File: src/rtl/lswd_pkg.sv
// Shared constants and handshake structs for the lidar scan wall detector.
package lswd_pkg;

  localparam int unsigned MaxScanSamples = 1024;
  localparam int unsigned MaxHalfWindow  = 32;

  localparam int unsigned RangeW = 16;
  localparam int unsigned IndexW = $clog2(MaxScanSamples);
  localparam int unsigned HalfW  = 6;
  localparam int unsigned CountW = $clog2(2 * MaxHalfWindow + 2);
  localparam int unsigned TotalW = RangeW + 4;
  localparam int unsigned RemW   = CountW;
  localparam int unsigned StepW  = $clog2(TotalW);

  localparam logic [RangeW-1:0] RangeLowMm  = RangeW'(100);
  localparam logic [RangeW-1:0] RangeHighMm = RangeW'(15000);
  localparam logic [RangeW-1:0] EmptyAvgMm  = RangeW'(120);

  // Configuration register indexes.
  localparam int unsigned CfgAddrW = 3;
  localparam logic [CfgAddrW-1:0] RegLeftCenter  = 3'd0;
  localparam logic [CfgAddrW-1:0] RegRightCenter = 3'd1;
  localparam logic [CfgAddrW-1:0] RegFrontCenter = 3'd2;
  localparam logic [CfgAddrW-1:0] RegSideHalf    = 3'd3;
  localparam logic [CfgAddrW-1:0] RegFrontHalf   = 3'd4;
  localparam logic [CfgAddrW-1:0] RegSideWall    = 3'd5;
  localparam logic [CfgAddrW-1:0] RegFrontWall   = 3'd6;

  // Steering codes.
  localparam logic [1:0] SteerForward = 2'd0;
  localparam logic [1:0] SteerLeft    = 2'd1;
  localparam logic [1:0] SteerRight   = 2'd2;

  typedef struct packed {
    logic              start;
    logic [TotalW-1:0] dividend;
    logic [CountW-1:0] divisor;
  } div_req_t;

  typedef struct packed {
    logic              done;
    logic [TotalW-1:0] quotient;
  } div_rsp_t;

endpackage

File: src/rtl/lswd_div.sv
// Bit-serial restoring divider, one quotient bit per cycle.
module lswd_div (
  input  logic               clk,
  input  logic               rst,
  input  lswd_pkg::div_req_t req,
  output lswd_pkg::div_rsp_t rsp
);

  logic                        busy;
  logic                        done;
  logic [lswd_pkg::StepW-1:0]  step;
  logic [lswd_pkg::TotalW-1:0] quo;
  logic [lswd_pkg::RemW-1:0]   rem;
  logic [lswd_pkg::CountW-1:0] divisor;

  logic [lswd_pkg::RemW:0]     trial;
  logic                        fits;

  assign trial = {rem, quo[lswd_pkg::TotalW-1]};
  assign fits  = trial >= {1'b0, divisor};

  always_ff @(posedge clk) begin
    if (rst) begin
      busy <= 1'b0;
      done <= 1'b0;
      step <= '0;
    end else begin
      done <= 1'b0;
      if (req.start && !busy) begin
        busy    <= 1'b1;
        step    <= '0;
        quo     <= req.dividend;
        rem     <= '0;
        divisor <= req.divisor;
      end else if (busy) begin
        if (fits) begin
          rem <= lswd_pkg::RemW'(trial - {1'b0, divisor});
        end else begin
          rem <= trial[lswd_pkg::RemW-1:0];
        end
        quo <= {quo[lswd_pkg::TotalW-2:0], fits};
        if (step == lswd_pkg::StepW'(lswd_pkg::TotalW - 1)) begin
          busy <= 1'b0;
          done <= 1'b1;
        end else begin
          step <= step + 1'b1;
        end
      end
    end
  end

  assign rsp.done     = done;
  assign rsp.quotient = quo;

endmodule

File: src/rtl/lidar_scan_wall_detector.sv
// Top level of the lidar scan wall detector: scan tracking, end-of-scan sequencer, output.
//
// The block takes one range sample per beat on the slave stream, with tlast marking the
// final sample of a scan. Each sample that is not the last is absorbed as it is accepted:
// the running minimum and its index are updated, and the sample is added to the left and
// right window sums when it is valid (above 100 mm and below 15000 mm) and lies in that
// window. Only the first 1024 samples of a scan count; later ones are ignored until tlast.
// On the last sample the block drops tready and runs the two window averages one after
// the other through a shared bit-serial divider that produces one quotient bit per cycle;
// tready stays low through the left and right start and wait states and the emit state
// that loads the result, plus any time spent waiting for the previous result to leave.
// A window with no valid sample reports 120 mm. The result beat then sits in an output
// register until the master side takes it; the block accepts samples of the next scan
// meanwhile, and only holds off a second end of scan until the first result is gone.
// Configuration is written through the plain write port; the user must do so only while
// the block is idle (not enforced by the block). Half widths above 32 are treated as 32.
module lidar_scan_wall_detector (
  input  logic        clk,
  input  logic        rst,
  // Configuration write port.
  input  logic        cfg_we,
  input  logic [2:0]  cfg_addr,
  input  logic [15:0] cfg_wdata,
  // Sample stream.
  input  logic        s_tvalid,
  output logic        s_tready,
  input  logic [15:0] s_tdata,  // [15:0] range_mm
  input  logic        s_tlast,  // last_sample
  // Result stream.
  output logic        m_tvalid,
  input  logic        m_tready,
  output logic [63:0] m_tdata   // [1:0] steer_command, [17:2] min_range,
                                // [27:18] min_position, [43:28] left_average,
                                // [59:44] right_average, [60] wall_left,
                                // [61] wall_right, [62] wall_front, [63] zero
);

  // Sequencer states.
  localparam logic [2:0] StIdle   = 3'd0;
  localparam logic [2:0] StLStart = 3'd1;
  localparam logic [2:0] StLWait  = 3'd2;
  localparam logic [2:0] StRStart = 3'd3;
  localparam logic [2:0] StRWait  = 3'd4;
  localparam logic [2:0] StEmit   = 3'd5;

  localparam int unsigned IdxW = lswd_pkg::IndexW;
  localparam int unsigned RW   = lswd_pkg::RangeW;
  localparam int unsigned HW   = lswd_pkg::HalfW;

  // True when idx lies within centre +/- half, computed without wrap.
  function automatic logic in_window(input logic [IdxW-1:0] idx,
                                     input logic [IdxW-1:0] centre,
                                     input logic [HW-1:0] half);
    logic [IdxW:0] lo_sum;
    logic [IdxW:0] hi_sum;
    lo_sum = {1'b0, idx} + (IdxW + 1)'(half);
    hi_sum = {1'b0, centre} + (IdxW + 1)'(half);
    return (lo_sum >= {1'b0, centre}) && ({1'b0, idx} <= hi_sum);
  endfunction

  function automatic logic [HW-1:0] clamp_half(input logic [HW-1:0] h);
    return (h > HW'(lswd_pkg::MaxHalfWindow)) ? HW'(lswd_pkg::MaxHalfWindow) : h;
  endfunction

  // Configuration registers.
  logic [IdxW-1:0] left_center;
  logic [IdxW-1:0] right_center;
  logic [IdxW-1:0] front_center;
  logic [HW-1:0]   side_half;
  logic [HW-1:0]   front_half;
  logic [RW-1:0]   side_wall_mm;
  logic [RW-1:0]   front_wall_mm;

  always_ff @(posedge clk) begin
    if (rst) begin
      left_center   <= '0;
      right_center  <= '0;
      front_center  <= '0;
      side_half     <= '0;
      front_half    <= '0;
      side_wall_mm  <= '0;
      front_wall_mm <= '0;
    end else if (cfg_we) begin
      case (cfg_addr)
        lswd_pkg::RegLeftCenter:  left_center   <= cfg_wdata[IdxW-1:0];
        lswd_pkg::RegRightCenter: right_center  <= cfg_wdata[IdxW-1:0];
        lswd_pkg::RegFrontCenter: front_center  <= cfg_wdata[IdxW-1:0];
        lswd_pkg::RegSideHalf:    side_half     <= cfg_wdata[HW-1:0];
        lswd_pkg::RegFrontHalf:   front_half    <= cfg_wdata[HW-1:0];
        lswd_pkg::RegSideWall:    side_wall_mm  <= cfg_wdata[RW-1:0];
        lswd_pkg::RegFrontWall:   front_wall_mm <= cfg_wdata[RW-1:0];
        default: ;
      endcase
    end
  end

  // Scan state.
  logic [2:0]                  state;
  logic [IdxW-1:0]             sample_count;
  logic                        scan_full;
  logic [RW-1:0]               best_range;
  logic [IdxW-1:0]             best_position;
  logic [lswd_pkg::TotalW-1:0] left_total;
  logic [lswd_pkg::TotalW-1:0] right_total;
  logic [lswd_pkg::CountW-1:0] left_valid;
  logic [lswd_pkg::CountW-1:0] right_valid;
  logic [RW-1:0]               left_avg;
  logic [RW-1:0]               right_avg;

  logic [RW-1:0] range_mm;
  logic          accept;
  logic          sample_ok;
  logic [HW-1:0] side_half_eff;
  logic          hit_left;
  logic          hit_right;

  assign range_mm      = s_tdata[RW-1:0];
  assign s_tready      = (state == StIdle);
  assign accept        = s_tvalid && s_tready;
  assign sample_ok     = (range_mm > lswd_pkg::RangeLowMm) && (range_mm < lswd_pkg::RangeHighMm);
  assign side_half_eff = clamp_half(side_half);
  assign hit_left      = sample_ok && in_window(sample_count, left_center, side_half_eff);
  assign hit_right     = sample_ok && in_window(sample_count, right_center, side_half_eff);

  // Shared divider.
  lswd_pkg::div_req_t div_req;
  lswd_pkg::div_rsp_t div_rsp;

  always_comb begin
    div_req.start    = (state == StLStart) || (state == StRStart);
    div_req.dividend = (state == StRStart) ? right_total : left_total;
    div_req.divisor  = (state == StRStart) ? right_valid : left_valid;
  end

  lswd_div u_div (
    .clk (clk),
    .rst (rst),
    .req (div_req),
    .rsp (div_rsp)
  );

  // End-of-scan decisions, evaluated while the result is loaded.
  logic          wall_left;
  logic          wall_right;
  logic          wall_front;
  logic [1:0]    steer;
  logic          emit_go;

  assign wall_left  = left_avg <= side_wall_mm;
  assign wall_right = right_avg <= side_wall_mm;
  assign wall_front = in_window(best_position, front_center, clamp_half(front_half)) &&
                      (best_range <= front_wall_mm);

  always_comb begin
    if (!wall_right) begin
      steer = lswd_pkg::SteerRight;
    end else if (wall_front) begin
      steer = lswd_pkg::SteerLeft;
    end else begin
      steer = lswd_pkg::SteerForward;
    end
  end

  assign emit_go = (state == StEmit) && (!m_tvalid || m_tready);

  always_ff @(posedge clk) begin
    if (rst) begin
      state         <= StIdle;
      sample_count  <= '0;
      scan_full     <= 1'b0;
      best_range    <= '1;
      best_position <= '0;
      left_total    <= '0;
      right_total   <= '0;
      left_valid    <= '0;
      right_valid   <= '0;
      m_tvalid      <= 1'b0;
    end else begin
      // A new result may replace the one leaving in the same cycle.
      if (emit_go) begin
        m_tvalid <= 1'b1;
      end else if (m_tready) begin
        m_tvalid <= 1'b0;
      end
      case (state)
        StIdle: begin
          if (accept) begin
            if (!scan_full) begin
              if (range_mm < best_range) begin
                best_range    <= range_mm;
                best_position <= sample_count;
              end
              if (hit_left) begin
                left_total <= left_total + lswd_pkg::TotalW'(range_mm);
                left_valid <= left_valid + 1'b1;
              end
              if (hit_right) begin
                right_total <= right_total + lswd_pkg::TotalW'(range_mm);
                right_valid <= right_valid + 1'b1;
              end
              if (sample_count == IdxW'(lswd_pkg::MaxScanSamples - 1)) begin
                scan_full <= 1'b1;
              end else begin
                sample_count <= sample_count + 1'b1;
              end
            end
            if (s_tlast) begin
              state <= StLStart;
            end
          end
        end
        StLStart: state <= StLWait;
        StLWait: begin
          if (div_rsp.done) begin
            left_avg <= (left_valid == '0) ? lswd_pkg::EmptyAvgMm
                                           : div_rsp.quotient[RW-1:0];
            state    <= StRStart;
          end
        end
        StRStart: state <= StRWait;
        StRWait: begin
          if (div_rsp.done) begin
            right_avg <= (right_valid == '0) ? lswd_pkg::EmptyAvgMm
                                             : div_rsp.quotient[RW-1:0];
            state     <= StEmit;
          end
        end
        StEmit: begin
          if (emit_go) begin
            m_tdata       <= {1'b0, wall_front, wall_right, wall_left, right_avg, left_avg,
                              best_position, best_range, steer};
            sample_count  <= '0;
            scan_full     <= 1'b0;
            best_range    <= '1;
            best_position <= '0;
            left_total    <= '0;
            right_total   <= '0;
            left_valid    <= '0;
            right_valid   <= '0;
            state         <= StIdle;
          end
        end
        default: state <= StIdle;
      endcase
    end
  end

endmodule
File: config.mk
export PLATFORM = sky130hd
export DESIGN_NAME = lidar_scan_wall_detector
export DESIGN_NICKNAME = d
export VERILOG_FILES = /design/src/rtl/lswd_pkg.sv /design/src/rtl/lswd_div.sv /design/src/rtl/lidar_scan_wall_detector.sv
export SDC_FILE = /design/constraint.sdc
export NUM_CORES = 1
export LEC_CHECK = 0
export ABC_CLOCK_PERIOD_IN_PS = 6700
export BUFFER_PORTS_ARGS = -buffer_cell sky130_fd_sc_hd__buf_4
export CAP_MARGIN = 20
export CELL_PAD_IN_SITES_DETAIL_PLACEMENT = 0
export CELL_PAD_IN_SITES_GLOBAL_PLACEMENT = 1
export CORE_MARGIN = 3
export CORE_UTILIZATION = 45
export CTS_CLUSTER_DIAMETER = 150
export DETAILED_ROUTE_END_ITERATION = 12
export PLACE_DENSITY_LB_ADDON = 0.1
export SLEW_MARGIN = 10
export SYNTH_ARGS = -nofsm -noshare
export SYNTH_HDL_FRONTEND = slang
export SYNTH_SLANG_ARGS = --single-unit
File: constraint.sdc
create_clock -name clk -period 6.7 [get_ports clk]
set_input_delay 1.34 -clock clk [delete_from_list [all_inputs] [get_ports clk]]
set_output_delay 1.34 -clock clk [all_outputs]
set_load 0.02 [all_outputs]
## Yosys cells after proc, flatten, opt, wreduce, memory -nomap -nowiden

Index checks and enable logic that the tools add are counted.

- Register bits: 305
- Output and inout bits: 66

- Eq/ne operators: 23
- $lt $le $gt $ge: 15
- Bitwise logic cells: 3
- Muxes and demuxes: 58
- Reduce and logical (&&, ||, !) cells: 42
- $add $sub $neg: 12

Operators by type and width:

| cell | count |
|---|---|
| 20-bit 2-to-1 mux | 10 |
| 20-bit case mux with 2 select lines | 2 |
| 10-bit 2-to-1 mux | 7 |
| 7-bit 2-to-1 mux | 10 |
| 16-bit 2-to-1 mux | 4 |
| 10-bit by 6-bit adder with 11-bit output | 5 |
| 16-bit less-or-equal comparator | 3 |
| 20-bit by 16-bit adder with 20-bit output | 2 |
| 10-bit case mux with 2 select lines | 2 |
| 11-bit by 10-bit greater-or-equal comparator with 1-bit output | 3 |
| 10-bit by 11-bit less-or-equal comparator with 1-bit output | 3 |
| 16-bit case mux with 2 select lines | 1 |
| 7-bit case mux with 2 select lines | 2 |
| 5-bit AND reduction | 5 |
| 2-bit AND reduction | 10 |
| 3-bit case mux with 6 select lines | 1 |
| 16-bit by 7-bit > comparator with 1-bit output, second input constant | 1 |
| 16-bit by 14-bit less-than comparator with 1-bit output, second input constant | 1 |
| 16-bit less-than comparator | 1 |
| 3-bit == test, second input constant | 5 |
| 3-bit 2-to-1 mux | 5 |
| 7-bit by 1-bit adder with 7-bit output, second input constant | 2 |
| 7-bit zero test | 2 |
| 2-bit by 1-bit inequality test with 1-bit output, second input constant | 7 |
| 22 further kinds | 59 |

## Logic depth before layout (Yosys ltp)

- Word-level depth: 10
- Gate-level depth with buffers: 23
- Depth with buffers taken out: 21

## By module

From an unflattened synthesis, not the netlist that was laid out.

- Cells, all modules: 1904
- Area total of the unflattened synthesis: 17943.5 µm²

Modules (own cells, without submodules):

| module | area an instance (µm²) | cells each | instances |
|---|---|---|---|
| lidar_scan_wall_detector | 15875.2 | 1739 | 1 |
| lswd_div | 2068.2 | 165 | 1 |

## Worst setup path before layout

OpenSTA, ideal clock, no wires.

- Path type: in2reg
- From: in rst
- To: reg m_tdata[0] (enable)
- Path slack: 1.625 ns
- Data arrival time: 4.591 ns
- Library setup time: 0.485 ns
- Stages on the path: 4
- Data required time: 6.215 ns
- Cells stage by stage: clkbuf_1 -> clkbuf_1 -> buf_1 -> nor2_1

- Longest elaborated chain between the ends: 2

Ends and longest elaborated chain:

| item | line | source |
|---|---|---|
| start: declaration | lidar_scan_wall_detector.sv:19 | `input logic rst,` |
| 1-bit NOT (no source line) | n/a |  |
| 3-bit AND reduction (no source line) | n/a |  |
| end signal: assignment | lidar_scan_wall_detector.sv:230 | `m_tdata <= {1'b0, wall_front, wall_right, wall_left, right_avg, left_avg,` |
| end: declaration | lidar_scan_wall_detector.sv:32 | `output logic [63:0] m_tdata` |

Every way passes these cells.
A chain may end at the register's enable or synchronous reset.

## Worst setup path after layout

- From: reg side_half[5]
- To: reg right_total[17] in the netlist's numbering

- Longest elaborated chain between the ends: 8
- Elaborated cells between the ends (all ways): 10
- Those cells by class: add/sub (2); order compare (3); eq/ne (1); mux (1); reduce/logical (3)

Ends and longest elaborated chain:

| item | line | source |
|---|---|---|
| start: declaration | lidar_scan_wall_detector.sv:69 | `logic [HW-1:0] side_half;` |
| start signal: assignment | lidar_scan_wall_detector.sv:88 | `lswd_pkg::RegSideHalf: side_half <= cfg_wdata[HW-1:0];` |
| 6-bit > comparator | lidar_scan_wall_detector.sv:62 | `return (h > HW'(lswd_pkg::MaxHalfWindow)) ? HW'(lswd_pkg::MaxHalfWindow) : h;` |
| 6-bit 2-to-1 mux * | lidar_scan_wall_detector.sv:62 |  |
| 10-bit by 6-bit adder with 11-bit output (on tied branches) | lidar_scan_wall_detector.sv:56, lidar_scan_wall_detector.sv:57 |  |
| 11-bit by 10-bit greater-or-equal comparator with 1-bit output / 10-bit by 11-bit less-or-equal comparator with 1-bit output (equally long branches) | lidar_scan_wall_detector.sv:58 | `return (lo_sum >= {1'b0, centre}) && ({1'b0, idx} <= hi_sum);` |
| 1-bit logical AND * | lidar_scan_wall_detector.sv:58 |  |
| 1-bit logical AND * | lidar_scan_wall_detector.sv:123 | `assign hit_right = sample_ok && in_window(sample_count, right_center, side_half_eff);` |
| 2-bit by 1-bit inequality test with 1-bit output (no source line) * | n/a |  |
| 5-bit AND reduction (no source line) * | n/a |  |
| end signal: assignment | lidar_scan_wall_detector.sv:198 | `right_total <= right_total + lswd_pkg::TotalW'(range_mm);` |
| end: declaration | lidar_scan_wall_detector.sv:104 | `logic [lswd_pkg::TotalW-1:0] right_total;` |

Mark *: on every way between the ends. The rest lies on a longest branch, timed or not.

==> results.md <==
- The area enclosed by the die boundary is 42600 µm².
- Summing every instance area after synthesis gives between 15000 and 20000 µm².
- The TritonCTS clock tree is done.
- Summed over all cells, the static leakage comes to 0.00828 µW.
- Dividing the final minimum period by the clock period gives 0.780.
- Yosys instantiated no cell more often than sky130_fd_sc_hd__nand2_1.
- The tree built by TritonCTS fans out to 305 sinks.
- Adding up every negative setup slack in the final design gives 0 ps.
- The HPWL after detailed placement is 37400 µm.
- The residual overflow from global routing is 0.
- The flow ran to the end, and the final reports show no timing, DRC or antenna violations.
- The die is 206 µm wide.
- After synthesis, the most frequently instantiated cells are sky130_fd_sc_hd__nand2_1 (216), sky130_fd_sc_hd__a21oi_1 (202), sky130_fd_sc_hd__ha_1 (195), sky130_fd_sc_hd__dfxtp_1 (176), sky130_fd_sc_hd__inv_1 (137).
- The wire length of the first global-routing pass is roughly 78000 µm.
- After synthesis, the cell types taking the most area are sky130_fd_sc_hd__edfxtp_1 (21%), sky130_fd_sc_hd__dfxtp_1 (19%), sky130_fd_sc_hd__ha_1 (13%).
- For this design, the CTS-stage hold fixing added 0 buffers.
- The number of iterations in the first detailed-routing pass is 5.
- The number of different library cells in the post-synthesis netlist is 78.
- Among all flip-flop cells after synthesis, the most frequent one is sky130_fd_sc_hd__dfxtp_1.
- The cell taking the most area after synthesis is sky130_fd_sc_hd__edfxtp_1.
- The worst setup slack for register-to-register paths is 1480 ps.
- The nature of the critical path startpoint is a flop.
- Setup violations remaining at the end of the flow were counted as 0.
- The final hold violation count was 0.
- In the final layout, the share of cells above drive strength 1 is 0.103.
- The path category of the worst min-delay check is flop to flop.
- Counting instances, the worst hold path has a depth of 0.
- The number of synthesized flops with an enable pin is 129.
- The worst-case setup slack after placement is 1490 ps.
- The I/O pin count is about 110.
- The DRC violation total after the first TritonRoute iteration is 813.
- The final weighted congestion of routability-driven global placement is 0.930.
- The setup path with the least slack is of type flop to flop.
- Compared with the post-synthesis result, the final layout area differs by 14.1%.
- After detailed routing, the number of vias per cell comes to approximately 5.6.
- The capturing element type of the critical path is a flop.
- The minimum clock period is 5220 ps.
- The aggregate routed wire length is 50200 µm.
- Data on the critical path is required at its endpoint by 7130 ps.
- The row count is 72.
- The per-cell routed wire length is between 15 and 20 µm.
- The top cell type's share of synthesized area is 0.214.
- The adder-cell area share of the yosys netlist is 0.145.
- The largest fanout on the critical path is 14.
- Of all flip-flops after synthesis, the portion carrying an async set or reset was 0.
- In this run the number of H-tree levels came out at 2.
- The latest clock arrival within the worst-skew pair is 550 ps.
- The initial core utilization is 0.461.
- Setup repair after global routing left no endpoint under its margin.
- Entering global routing, the biggest net connects 61 pins.
- The depth of the most critical reg-to-reg path is 20.
- The clock passes through at most 3 buffers.
- The via count of the first global-routing pass was ~14000.
- The cell at the root of the clock tree is sky130_fd_sc_hd__clkbuf_16.
- The total routing usage reported by global routing is 0.237.
- The largest family of logic cells by synthesized area is simple AND/OR/NAND/NOR gates.
- Dividing total power by cell area gives a power density of 227 nW/µm².
- The number of warnings reported in the yosys synthesis log is 0.
- Data arrives at the worst endpoint at between 5000 and 6000 ps.
- The fraction of the core area covered by cells at the end of the flow is 0.526.
- For hold timing, the worst endpoint is m_tdata[54].
- Measured against its own limit, the worst slew margin works out to 0.245.
- Synthesis produced a netlist with a net count of 2212.
- The count of pins over their slew limit is 0.
- The portion of synthesized area spent on multiplexers is 0.0271.
- The placed instances occupy a cell area of slightly below 20000 µm².
- Of the total synthesized cell area, the portion taken by AND, OR, NAND and NOR gates is 0.179.
- The DRC violation count after routing is 0.
- Once the clock tree was built, the resizer swapped 0 gates to a different size.
- The share of the synthesized area in compound gates (AO/OA/AOI/OAI) came to 0.155.
- Buffers placed on the I/O ports in this run total 105.
- The worst-margin pin slew is 1120 ps.
- From bottom edge to top edge, the die measures 206 µm.
- Across the run, the number of max-cap violations was 0.
- The endpoint of the most critical register-to-register path is right_total[17].
- The critical hold path startpoint is right_avg[10].
- The net count of the finished layout is 2303.
- The share of the Yosys chip area taken by registers is 0.409.
- The final-layout fill cell count is 3619.
- The number of setup buffers added after CTS is 0.
- Of the total synthesized cell area, the portion taken by XOR and XNOR cells is 0.0402.
- The launch point of the worst reg-to-reg path is side_half[5].
- The total number of vias is about 15000.
- The post-layout instance area is 20600 µm².
- The register clock-pin slew on the reported worst setup and hold paths is 60 ps.
- The region available for standard cell placement spans 39200 µm².
- In this run the remaining antenna-violating nets after routing total 0.
- The mean area per synthesized cell is 9.19 µm².
- The peak supply drop is 0.000176 V.
- Derived from the worst setup path, the maximum achievable clock frequency is 0.191 GHz.
- After layout, the worst setup slack is between 1000 and 1500 ps.
- The synthesized instance count is 1968.
- The initial antenna violation count is 0.
- The total clock buffers created by CTS is 36.
- The clock skew after layout is 21.0 ps.
- The synthesized flop and latch total is 305.
- The diode insertion count for antenna repair is 0.
-- power by group --
group,switching (µW),internal (µW),leakage (µW)
sequential,72.1,1990,0.00260
clock,823,1150,0.000595
combinational,401,249,0.00508
-- registers in the layout (all words and copies together) (netlist names), 16 cells and up --
register and count:
front_wall_mm 16, u_div.quo 20, best_range 16, right_total 20, m_tdata 63, right_avg 16, left_avg 16, left_total 20
side_wall_mm 16
-- through the flow --
step | hold slack [ps] | total power (µW) | std cells
after floorplan | 426 | 2520 | 1968
after global placement | 445 | 2730 | 2536
after detailed placement | 447 | 2750 | 2537
after CTS | 455 | 4720 | 2603
after global routing | 474 | 4890 | 2605
final | 455 | 4680 | 2605
-- layout by cell type (no fill, tap or decap), types with 61 or more instances in the layout --
cell type | netlist | routed
sky130_fd_sc_hd__nand2_1 | 216 | 215
sky130_fd_sc_hd__a21oi_1 | 202 | 201
sky130_fd_sc_hd__ha_1 | 195 | 195
sky130_fd_sc_hd__dfxtp_1 | 176 | 176
sky130_fd_sc_hd__inv_1 | 137 | 137
sky130_fd_sc_hd__nor2_1 | 135 | 132
sky130_fd_sc_hd__edfxtp_1 | 129 | 129
sky130_fd_sc_hd__buf_4 | 1 | 122
sky130_fd_sc_hd__nor3_1 | 78 | 77
sky130_fd_sc_hd__nand3_1 | 62 | 62
sky130_fd_sc_hd__xnor2_1 | 61 | 61
-- how the worst max path moves through the flow --
stage / cells past startpoint / slack, ps / endpoint / start
final: 20 / 1480 / right_total[17] / side_half[5]
after floorplan: 4 / 1620 / m_tdata[0] / rst
after CTS: 20 / 1490 / right_total[17] / side_half[5]
after global placement: 17 / 1580 / left_total[17] / side_half[5]
after global routing: 20 / 1030 / right_total[17] / side_half[5]
after detailed placement: 20 / 1490 / right_total[17] / side_half[5]
-- metal layers --
metal | global-route usage | up-vias | wire [µm]
met1 | 0.346 | 6881 | 24600
met2 | 0.370 | 387 | 22000
li1 | - | 7219 | -
met4 | 0.0536 | 0 | 939
met3 | 0.0348 | 59 | 2690
met5 | 0 | - | 0
-- cell families (layout without fill, tap and decap cells) --
logic type | Yosys count | in the layout
other cells | 1 | 1
buf+inv | 209 | 328
compound gates | 441 | 441
flops | 305 | 305
simple gates | 675 | 675
mux | 48 | 48
fa+ha+maj | 206 | 206
xor+xnor | 83 | 83
-- worst max-delay path: stages, from the launching register on --
cell and delay, ps:
sky130_fd_sc_hd__dfxtp_1 560, sky130_fd_sc_hd__nand2b_1 310, sky130_fd_sc_hd__inv_1 130, sky130_fd_sc_hd__ha_1 280
sky130_fd_sc_hd__a21o_1 180, sky130_fd_sc_hd__maj3_1 390, sky130_fd_sc_hd__a21oi_1 170, sky130_fd_sc_hd__nor2b_1 70
sky130_fd_sc_hd__o21ai_0 160, sky130_fd_sc_hd__a21oi_1 120, sky130_fd_sc_hd__xnor2_1 140, sky130_fd_sc_hd__ha_1 300
sky130_fd_sc_hd__and3_1 180, sky130_fd_sc_hd__nand3_1 100, sky130_fd_sc_hd__o32a_1 360, sky130_fd_sc_hd__nand2_1 80
sky130_fd_sc_hd__o311ai_2 130, sky130_fd_sc_hd__nor2_1 640, sky130_fd_sc_hd__buf_4 340, sky130_fd_sc_hd__o21ai_0 100
sky130_fd_sc_hd__a2111oi_0 350
-- cell type report --
class | count | area, µm² | area share
flip-flops and latches | 305 | 7400 | 0.359
clock buffers | 43 | 988 | 0.0479
repair buffers | 124 | 943 | 0.0457
well taps | 518 | 648 | 0.0314
inverters | 138 | 518 | 0.0251
multi-input cells | 1454 | 9930 | 0.481
clock inverters | 23 | 203 | 0.00983
(Power assumes the default switching activity.)
